$ cat config.mk
export PLATFORM = sky130hd
export DESIGN_NAME = request_chunk_reassembler_unit_flat
export DESIGN_NICKNAME = d
export VERILOG_FILES = /design/src/rtl/rcr_pkg.sv /design/src/rtl/rcr_if.sv /design/src/rtl/request_chunk_reassembler_unit.sv /design/src/flat_wrapper.sv
export VERILOG_INCLUDE_DIRS = /design/src /design/src/rtl
export SDC_FILE = /design/constraint.sdc
export NUM_CORES = 1
export LEC_CHECK = 0
export BUFFER_PORTS_ARGS = -buffer_cell sky130_fd_sc_hd__buf_2
export CAP_MARGIN = 20
export CORE_AREA = 5 5 141 143
export DETAILED_ROUTE_END_ITERATION = 16
export DIE_AREA = 0 0 146 148
export PLACE_DENSITY = 0.54
export SETUP_SLACK_MARGIN = 0.5
export SKIP_CTS_REPAIR_TIMING = 1
export SLEW_MARGIN = 10
export SYNTH_ARGS = -nofsm -noshare
export SYNTH_HDL_FRONTEND = slang
export SYNTH_SLANG_ARGS = --single-unit
$ cat constraint.sdc
create_clock -name clk_i -period 3.5 [get_ports clk_i]
set_input_delay 0.35 -clock clk_i [delete_from_list [all_inputs] [get_ports clk_i]]
set_output_delay 0.35 -clock clk_i [all_outputs]
set_load 0.01 [all_outputs]
$ cat src/rtl/request_chunk_reassembler_unit_assert.svh
// Assertion macros for the request chunk reassembler.
`ifndef REQUEST_CHUNK_REASSEMBLER_UNIT_ASSERT_SVH
`define REQUEST_CHUNK_REASSEMBLER_UNIT_ASSERT_SVH

// Same-cycle implication, disabled while reset is asserted.
`define RCR_ASSERT_IMPL(lbl, clk, rstn, ante, cons, msg) \
  lbl: assert property (@(posedge clk) disable iff (!rstn) (ante) |-> (cons)) \
    else $error(msg);

// Next-cycle implication, disabled while reset is asserted.
`define RCR_ASSERT_NEXT(lbl, clk, rstn, ante, cons, msg) \
  lbl: assert property (@(posedge clk) disable iff (!rstn) (ante) |=> (cons)) \
    else $error(msg);

`endif

$ cat src/rtl/rcr_pkg.sv
// Types and constants shared by the request chunk reassembler files.
package rcr_pkg;

  // Result event codes
  typedef enum logic [2:0] {
    EV_BYTE        = 3'd0,
    EV_BAD_VERSION = 3'd1,
    EV_BUSY        = 3'd2,
    EV_SEQ_ABORT   = 3'd3,
    EV_ABANDON     = 3'd4
  } rcr_event_e;

  // Role of a message byte
  typedef enum logic [1:0] {
    ROLE_SIZE     = 2'd0,
    ROLE_COMMAND  = 2'd1,
    ROLE_PAYLOAD  = 2'd2,
    ROLE_CHECKSUM = 2'd3
  } rcr_role_e;

  // Input word kind
  localparam logic ACT_BYTE = 1'b0;
  localparam logic ACT_TICK = 1'b1;

  // Configuration register map
  localparam int unsigned ADDR_W = 3;
  localparam logic [ADDR_W-1:0] ADDR_PROTOCOL_VERSION = 3'd0;
  localparam logic [ADDR_W-1:0] ADDR_TIMEOUT_TICKS    = 3'd4;

  localparam logic [2:0]  PROTOCOL_VERSION_RST = 3'd1;
  localparam logic [15:0] TIMEOUT_TICKS_RST    = 16'd1000;
  localparam logic [15:0] AGE_MAX              = 16'hFFFF;

  // Payload length in the size byte plus command, checksum and size byte itself
  localparam logic [8:0] FRAME_OVERHEAD = 9'd3;

endpackage

$ cat src/rtl/rcr_if.sv
// Valid/ready channel interfaces for the chunk input and the result output.
interface rcr_in_if;
  logic       valid;
  logic       ready;
  logic       action;
  logic [7:0] chunk_byte;
  logic       chunk_first;

  modport source (output valid, output action, output chunk_byte, output chunk_first,
                  input ready);
  modport sink   (input valid, input action, input chunk_byte, input chunk_first,
                  output ready);
endinterface

interface rcr_out_if;
  logic       valid;
  logic       ready;
  logic [2:0] event_res;
  logic [7:0] out_byte;
  logic [1:0] byte_role;
  logic       last;
  logic       crc_ok;

  modport source (output valid, output event_res, output out_byte, output byte_role,
                  output last, output crc_ok, input ready);
  modport sink   (input valid, input event_res, input out_byte, input byte_role,
                  input last, input crc_ok, output ready);
endinterface

$ cat src/rtl/request_chunk_reassembler_unit.sv
// Top level of the request chunk reassembler: chunk parsing and message output.
//
//  channel  | dir | handshake     | word
//  ---------+-----+---------------+-------------------------------------------
//  in_i     | in  | valid/ready   | action, chunk_byte, chunk_first
//  out_o    | out | valid/ready   | event_res, out_byte, byte_role, last, crc_ok
//  apb      | in  | psel/penable  | protocol_version @0x0, timeout_ticks @0x4
//
// One word is accepted per cycle while in_i.ready is high; its result, if any,
// appears in the output register on the next cycle. State update and result are
// compares, 9/16-bit counters and an XOR between the state and output registers.
// in_i.ready drops only while a result sits in the output register unread.
// rst_ni clears the control state and loads the register reset values.
module request_chunk_reassembler_unit (
  input  logic                       clk_i,
  input  logic                       rst_ni,
  rcr_in_if.sink                     in_i,
  rcr_out_if.source                  out_o,
  input  logic                       psel,
  input  logic                       penable,
  input  logic                       pwrite,
  input  logic [rcr_pkg::ADDR_W-1:0] paddr,
  input  logic [31:0]                pwdata,
  output logic [31:0]                prdata,
  output logic                       pready
);

  // Configuration registers
  logic [2:0]  protocol_version_q;
  logic [15:0] timeout_ticks_q;

  // Reassembly state
  logic        receiving_q, receiving_d;
  logic        chunk_accepted_q, chunk_accepted_d;
  logic        awaiting_size_q, awaiting_size_d;
  logic [8:0]  expected_total_q, expected_total_d;
  logic [8:0]  received_count_q, received_count_d;
  logic [3:0]  last_seq_q, last_seq_d;
  logic [7:0]  crc_acc_q, crc_acc_d;
  logic [15:0] age_q, age_d;

  // Result register
  logic                out_valid_q;
  rcr_pkg::rcr_event_e out_event_q;
  logic [7:0]          out_byte_q;
  rcr_pkg::rcr_role_e  out_role_q;
  logic                out_last_q;
  logic                out_ok_q;

  logic                res_valid;
  rcr_pkg::rcr_event_e res_event;
  logic [7:0]          res_byte;
  rcr_pkg::rcr_role_e  res_role;
  logic                res_last;
  logic                res_ok;

  logic       in_accept;
  logic [3:0] hdr_seq;
  logic       hdr_start;
  logic [2:0] hdr_ver;
  logic [7:0] b;

  assign in_i.ready = !out_valid_q || out_o.ready;
  assign in_accept  = in_i.valid && in_i.ready;

  assign b         = in_i.chunk_byte;
  assign hdr_seq   = b[3:0];
  assign hdr_start = b[4];
  assign hdr_ver   = b[7:5];

  // APB configuration port
  assign pready = 1'b1;

  always_comb begin
    case (paddr)
      rcr_pkg::ADDR_PROTOCOL_VERSION: prdata = {29'd0, protocol_version_q};
      rcr_pkg::ADDR_TIMEOUT_TICKS:    prdata = {16'd0, timeout_ticks_q};
      default:                        prdata = 32'd0;
    endcase
  end

  always_ff @(posedge clk_i or negedge rst_ni) begin
    if (!rst_ni) begin
      protocol_version_q <= rcr_pkg::PROTOCOL_VERSION_RST;
      timeout_ticks_q    <= rcr_pkg::TIMEOUT_TICKS_RST;
    end else if (psel && penable && pwrite && pready) begin
      if (paddr == rcr_pkg::ADDR_PROTOCOL_VERSION) begin
        protocol_version_q <= pwdata[2:0];
      end
      if (paddr == rcr_pkg::ADDR_TIMEOUT_TICKS) begin
        timeout_ticks_q <= pwdata[15:0];
      end
    end
  end

  // Next state and result for the word at the input
  always_comb begin
    receiving_d      = receiving_q;
    chunk_accepted_d = chunk_accepted_q;
    awaiting_size_d  = awaiting_size_q;
    expected_total_d = expected_total_q;
    received_count_d = received_count_q;
    last_seq_d       = last_seq_q;
    crc_acc_d        = crc_acc_q;
    age_d            = age_q;
    res_valid        = 1'b0;
    res_event        = rcr_pkg::EV_BYTE;
    res_byte         = 8'd0;
    res_role         = rcr_pkg::ROLE_SIZE;
    res_last         = 1'b0;
    res_ok           = 1'b0;

    if (in_i.action == rcr_pkg::ACT_TICK) begin
      // time tick: age the partial message, saturating
      if (receiving_q && age_q != rcr_pkg::AGE_MAX) begin
        age_d = age_q + 16'd1;
      end
    end else if (in_i.chunk_first) begin
      // chunk header
      if (hdr_ver != protocol_version_q) begin
        chunk_accepted_d = 1'b0;
        res_valid        = 1'b1;
        res_event        = rcr_pkg::EV_BAD_VERSION;
      end else if (hdr_start) begin
        if (receiving_q && age_q <= timeout_ticks_q) begin
          chunk_accepted_d = 1'b0;
          res_valid        = 1'b1;
          res_event        = rcr_pkg::EV_BUSY;
        end else begin
          receiving_d      = 1'b1;
          chunk_accepted_d = 1'b1;
          awaiting_size_d  = 1'b1;
          expected_total_d = 9'd0;
          received_count_d = 9'd0;
          crc_acc_d        = 8'd0;
          age_d            = 16'd0;
          last_seq_d       = hdr_seq;
          if (receiving_q) begin
            res_valid = 1'b1;
            res_event = rcr_pkg::EV_ABANDON;
          end
        end
      end else if (!receiving_q) begin
        chunk_accepted_d = 1'b0;
      end else if (hdr_seq != last_seq_q + 4'd1) begin
        receiving_d      = 1'b0;
        chunk_accepted_d = 1'b0;
        awaiting_size_d  = 1'b0;
        res_valid        = 1'b1;
        res_event        = rcr_pkg::EV_SEQ_ABORT;
      end else begin
        last_seq_d       = hdr_seq;
        chunk_accepted_d = 1'b1;
      end
    end else if (receiving_q && chunk_accepted_q) begin
      // data byte of an accepted chunk
      if (awaiting_size_q) begin
        awaiting_size_d  = 1'b0;
        expected_total_d = {1'b0, b} + rcr_pkg::FRAME_OVERHEAD;
        received_count_d = 9'd1;
        crc_acc_d        = b;
        res_valid        = 1'b1;
        res_byte         = b;
        res_role         = rcr_pkg::ROLE_SIZE;
      end else if (received_count_q >= expected_total_q) begin
        res_valid = 1'b0;
      end else if (received_count_q + 9'd1 == expected_total_q) begin
        received_count_d = expected_total_q;
        receiving_d      = 1'b0;
        chunk_accepted_d = 1'b0;
        awaiting_size_d  = 1'b0;
        res_valid        = 1'b1;
        res_byte         = b;
        res_role         = rcr_pkg::ROLE_CHECKSUM;
        res_last         = 1'b1;
        res_ok           = (crc_acc_q == b);
      end else begin
        crc_acc_d        = crc_acc_q ^ b;
        received_count_d = received_count_q + 9'd1;
        res_valid        = 1'b1;
        res_byte         = b;
        res_role         = (received_count_q == 9'd1) ? rcr_pkg::ROLE_COMMAND
                                                      : rcr_pkg::ROLE_PAYLOAD;
      end
    end
  end

  // State registers
  always_ff @(posedge clk_i or negedge rst_ni) begin
    if (!rst_ni) begin
      receiving_q      <= 1'b0;
      chunk_accepted_q <= 1'b0;
      awaiting_size_q  <= 1'b0;
      expected_total_q <= 9'd0;
      received_count_q <= 9'd0;
      last_seq_q       <= 4'd0;
      crc_acc_q        <= 8'd0;
      age_q            <= 16'd0;
    end else if (in_accept) begin
      receiving_q      <= receiving_d;
      chunk_accepted_q <= chunk_accepted_d;
      awaiting_size_q  <= awaiting_size_d;
      expected_total_q <= expected_total_d;
      received_count_q <= received_count_d;
      last_seq_q       <= last_seq_d;
      crc_acc_q        <= crc_acc_d;
      age_q            <= age_d;
    end
  end

  // Output register valid
  always_ff @(posedge clk_i or negedge rst_ni) begin
    if (!rst_ni) begin
      out_valid_q <= 1'b0;
    end else if (in_accept) begin
      out_valid_q <= res_valid;
    end else if (out_o.ready) begin
      out_valid_q <= 1'b0;
    end
  end

  // Output register payload
  always_ff @(posedge clk_i) begin
    if (in_accept && res_valid) begin
      out_event_q <= res_event;
      out_byte_q  <= res_byte;
      out_role_q  <= res_role;
      out_last_q  <= res_last;
      out_ok_q    <= res_ok;
    end
  end

  assign out_o.valid     = out_valid_q;
  assign out_o.event_res = out_event_q;
  assign out_o.out_byte  = out_byte_q;
  assign out_o.byte_role = out_role_q;
  assign out_o.last      = out_last_q;
  assign out_o.crc_ok    = out_ok_q;

  // Checks
`include "request_chunk_reassembler_unit_assert.svh"

  `RCR_ASSERT_IMPL(a_last_is_checksum, clk_i, rst_ni, out_valid_q && out_last_q, out_event_q == rcr_pkg::EV_BYTE && out_role_q == rcr_pkg::ROLE_CHECKSUM, "last flag on a word that is not a checksum byte")
  `RCR_ASSERT_IMPL(a_ok_needs_last, clk_i, rst_ni, out_valid_q && out_ok_q, out_last_q, "crc_ok set without last")
  `RCR_ASSERT_NEXT(a_tick_no_result, clk_i, rst_ni, in_accept && in_i.action == rcr_pkg::ACT_TICK, !out_valid_q, "a tick produced a result")
  `RCR_ASSERT_IMPL(a_idle_clean, clk_i, rst_ni, !receiving_q, !chunk_accepted_q && !awaiting_size_q, "chunk state left over while idle")

endmodule

$ cat src/flat_wrapper.sv
// flat-port wrapper written by rule: the top's interface ports become plain ports
module request_chunk_reassembler_unit_flat 
  (clk_i, rst_ni, psel, penable, pwrite, paddr, pwdata, prdata, pready, in_i_valid, in_i_action, in_i_chunk_byte, in_i_chunk_first, in_i_ready, out_o_valid, out_o_event_res, out_o_out_byte, out_o_byte_role, out_o_last, out_o_crc_ok, out_o_ready);
  rcr_in_if in_i_i ();
  rcr_out_if out_o_i ();
  input  logic clk_i;
  input  logic rst_ni;
  input  logic psel;
  input  logic penable;
  input  logic pwrite;
  input  logic [rcr_pkg::ADDR_W-1:0] paddr;
  input  logic [31:0] pwdata;
  output logic [31:0] prdata;
  output logic pready;
  input wire logic [$bits(in_i_i.valid)-1:0] in_i_valid;
  input wire logic [$bits(in_i_i.action)-1:0] in_i_action;
  input wire logic [$bits(in_i_i.chunk_byte)-1:0] in_i_chunk_byte;
  input wire logic [$bits(in_i_i.chunk_first)-1:0] in_i_chunk_first;
  output wire logic [$bits(in_i_i.ready)-1:0] in_i_ready;
  output wire logic [$bits(out_o_i.valid)-1:0] out_o_valid;
  output wire logic [$bits(out_o_i.event_res)-1:0] out_o_event_res;
  output wire logic [$bits(out_o_i.out_byte)-1:0] out_o_out_byte;
  output wire logic [$bits(out_o_i.byte_role)-1:0] out_o_byte_role;
  output wire logic [$bits(out_o_i.last)-1:0] out_o_last;
  output wire logic [$bits(out_o_i.crc_ok)-1:0] out_o_crc_ok;
  input wire logic [$bits(out_o_i.ready)-1:0] out_o_ready;
  assign in_i_i.valid = in_i_valid;
  assign in_i_i.action = in_i_action;
  assign in_i_i.chunk_byte = in_i_chunk_byte;
  assign in_i_i.chunk_first = in_i_chunk_first;
  assign in_i_ready = in_i_i.ready;
  assign out_o_valid = out_o_i.valid;
  assign out_o_event_res = out_o_i.event_res;
  assign out_o_out_byte = out_o_i.out_byte;
  assign out_o_byte_role = out_o_i.byte_role;
  assign out_o_last = out_o_i.last;
  assign out_o_crc_ok = out_o_i.crc_ok;
  assign out_o_i.ready = out_o_ready;
  request_chunk_reassembler_unit u_core (.clk_i(clk_i), .rst_ni(rst_ni), .in_i(in_i_i), .out_o(out_o_i), .psel(psel), .penable(penable), .pwrite(pwrite), .paddr(paddr), .pwdata(pwdata), .prdata(prdata), .pready(pready));
endmodule
==> impl_metrics.ini <==
[timing]
tns_ps = 0
worstMarginPinSlew_ps = 887
skew_ps = 10.7
min_period_over_period_pct = 85.1
fin_crit_ps = 2980
fmax_mhz = 336
whs_ps = 195
finalSetupViolations = 0
maxSlewHeadroom_pct = 40.4
rsz0062_at_grt = true
final_hold_viol_count = 0
drv_slew = 0

[clocking]
numCtsBuffers = 9
cts_sinks = 84
clk_latency_ps = 360
cts_max_level = 3
clock_path_buffers = 2
clk_pin_slew_ps = 60
clockRootBuffer = clkbuf_16
cts_tree = yes

[grt]
grt_pass1_vias = 4543
grt_max_degree = 37
grt_usage_pct = 13.4
grt_pass1_wl_mm = 23.6
grt_overflow = 0
antenna_found_initial = 0

[synth]
synth_edf_count = 15
yosysWarnings = 0
ys_seq_area_share_pct = 39.0
synthFlopType = dfrtp_1
synth_area_mm2 = 0.00560
ys_types = 67
synth_top_family_by_area = simple AND/OR/NAND/NOR gates
ys_ff_latch = 84
yosys.area_share.adder_pct = 6.70
synthArstFlopShare_pct = 82.1
avgSynthCellArea_um2 = 9.45
yosys-mux-area-fraction_pct = 2.34
synthXorXnorAreaFrac_pct = 7.41
synth_compound_area_share_pct = 17.8
synthCells = 593
synthSimpleGateAreaFrac_pct = 19.2

[route]
dr_total_vias = 4558
routedWlPerCell_um = 16.3
routed_wl_mm = 14.4
routed_via_density = 5.15
firstDrtPassIters = 4
drt_iter0_drc = 311
antenna_left = 0
route.detailed.drc = 0

[setup_path]
r2r-start = u_core.received_count_q[0]
crit_required_ps = 3740
crit_arrival_ps = 3220
critPathCaptureType = flop
crit_path_max_fanout = 7
critical_path_class = flop to flop
critPathLaunchType = flop
cp-startpoint = u_core.received_count_q[0]

[die]
dieArea_mm2 = 0.0216
std_cell_rows = 50
start_util_pct = 30.4
coreArea_mm2 = 0.0185
die_y_um = 148
ioPinCount = 102
die_w_um = 146

[final_layout]
final_nets = 728
synthToLayoutAreaGrowth_pct = 13.8
final_common_cell = buf_2
drive_above_1_share_pct = 19.8
n_antenna_cell = 0
nFillCells = 1906
mostFrequentLayoutCells = 68 x buf_2, 62 x dfrtp_1, 47 x nand2_1, 35 x o21ai_0, 33 x inv_1

[run_status]
status = finished, final reports clean

[hold_path]
worstHoldStart = pwdata[12]
hold_path_class = input port to flop

[placement]
port_buffers = 68
dp_hpwl_mm = 10.7
gp_congestion = 0.802

[job]
cap_viol_max_count = 0

[power_and_ir_drop]
ir_worst_vdd_mv = 0.281
leakage_uw = 0.00273
p_per_area_mw_per_mm2 = 485
cells in the mapped netlist, types with 3 or more instances:
library cell | count | area (um^2)
and4_1 | 3 | 26.3
nor3_1 | 12 | 60.1
buf_2 | 8 | 40.0
a211oi_1 | 4 | 30.0
o21ai_0 | 35 | 175
inv_1 | 33 | 124
nor4_1 | 4 | 25.0
and3_1 | 8 | 50.1
o21ai_1 | 9 | 45.0
mux2_2 | 9 | 101
dfstp_2 | 7 | 184
o211ai_1 | 4 | 30.0
xor2_1 | 15 | 131
clkbuf_1 | 21 | 78.8
or3_1 | 13 | 81.3
nand3_1 | 14 | 70.1
a21oi_1 | 22 | 110
nor2_1 | 30 | 113
o41ai_1 | 6 | 52.6
nor2b_1 | 5 | 31.3
nand4_1 | 20 | 125
nand2b_1 | 7 | 43.8
xnor2_1 | 23 | 201
edfxtp_1 | 15 | 450
a32o_1 | 8 | 80.1
or2_2 | 3 | 18.8
mux2i_1 | 3 | 30.0
a31oi_1 | 5 | 31.3
buf_6 | 3 | 33.8
buf_4 | 18 | 135
dfrtp_1 | 62 | 1550
ha_1 | 30 | 375
o311ai_1 | 4 | 35.0
a21o_1 | 3 | 22.5
o31ai_1 | 18 | 135
and2_1 | 22 | 138
xnor2_4 | 3 | 82.6
nand2_1 | 47 | 176
power breakdown:
| part | internal, uW | total (uW) | switching (uW) |
|---|---|---|---|
| clock network | 481 | 901 | 421 |
| logic | 370 | 870 | 500 |
| registers | 1160 | 1320 | 163 |
| total | 2010 | 3090 | 1080 |
area by class of cell:
| cell class | count | area [um^2] | share of cell area [%] |
|---|---|---|---|
| repair buffers | 78 | 418 | 6.56 |
| inverters | 33 | 124 | 1.94 |
| well taps | 234 | 293 | 4.59 |
| clock inverters | 6 | 38.8 | 0.609 |
| clock buffers | 10 | 229 | 3.59 |
| multi-input cells | 440 | 3090 | 48.4 |
| flip-flops and latches | 84 | 2190 | 34.3 |
per-stage QoR:
stage	power, uW	area [um^2]	setup WS [ps]	util (%)	instances
floorplan	1960	5660	693	-	608
global route	3290	6370	409	34.5	885
global placement	2160	6070	439	32.9	868
CTS	3110	6340	355	34.3	884
finish	3090	6370	520	34.5	885
detailed placement	2200	6070	368	32.9	868
registers in the layout, summed over array words and instances, names as in the netlist:
signal and cells:
u_core.awaiting_size_q 1, u_core.out_o.event_res 3, u_core.received_count_q 9, u_core.age_q 16
u_core.out_o.last 1, u_core.out_o.byte_role 2, u_core.out_o.valid 1, u_core.last_seq_q 4
u_core.receiving_q 1, u_core.protocol_version_q 3, u_core.crc_acc_q 8, u_core.out_o.out_byte 8
u_core.expected_total_q 9, u_core.timeout_ticks_q 16, u_core.chunk_accepted_q 1, u_core.out_o.crc_ok 1
routing by layer:
layer	vias up	share of wire, %	track usage (%)
met5	-	0	0
met4	0	1.7	3.95
met3	20	5.3	3.16
met2	128	47	21.6
met1	2188	46	18.0
li1	2222	-	-
critical path, cell delays in order, from the launching register on:
cell	delay [ps]
dfrtp_1	450
inv_1	110
ha_1	300
nand2b_1	140
a2111oi_0	410
o31ai_1	200
a21oi_2	290
o21ai_1	210
or2_0	400
o41ai_1	350
worst paths after layout:
path / cells after the start / slack (ps) / to
worst min-delay path: 3 / 200 / u_core.timeout_ticks_q[12]
min in group asynchronous: 2 / 460 / u_core.received_count_q[0]
worst min register to register: 2 / 530 / u_core.timeout_ticks_q[3]
worst max register to register: 9 / 520 / u_core.received_count_q[8]
worst max-delay path: 9 / 520 / u_core.received_count_q[8]
max in group asynchronous: 3 / 2200 / u_core.timeout_ticks_q[3]
logic make-up (layout without fill, tap and decap cells):
| kind of cell | Yosys count | in the layout |
|---|---|---|
| fa+ha+maj | 30 | 30 |
| xor+xnor | 41 | 41 |
| flops | 84 | 84 |
| compound gates | 140 | 140 |
| other cells | 2 | 17 |
| buf+inv | 84 | 127 |
| mux | 12 | 12 |
| simple gates | 200 | 200 |
No activity file was read; power rests on OpenSTA's default activity.
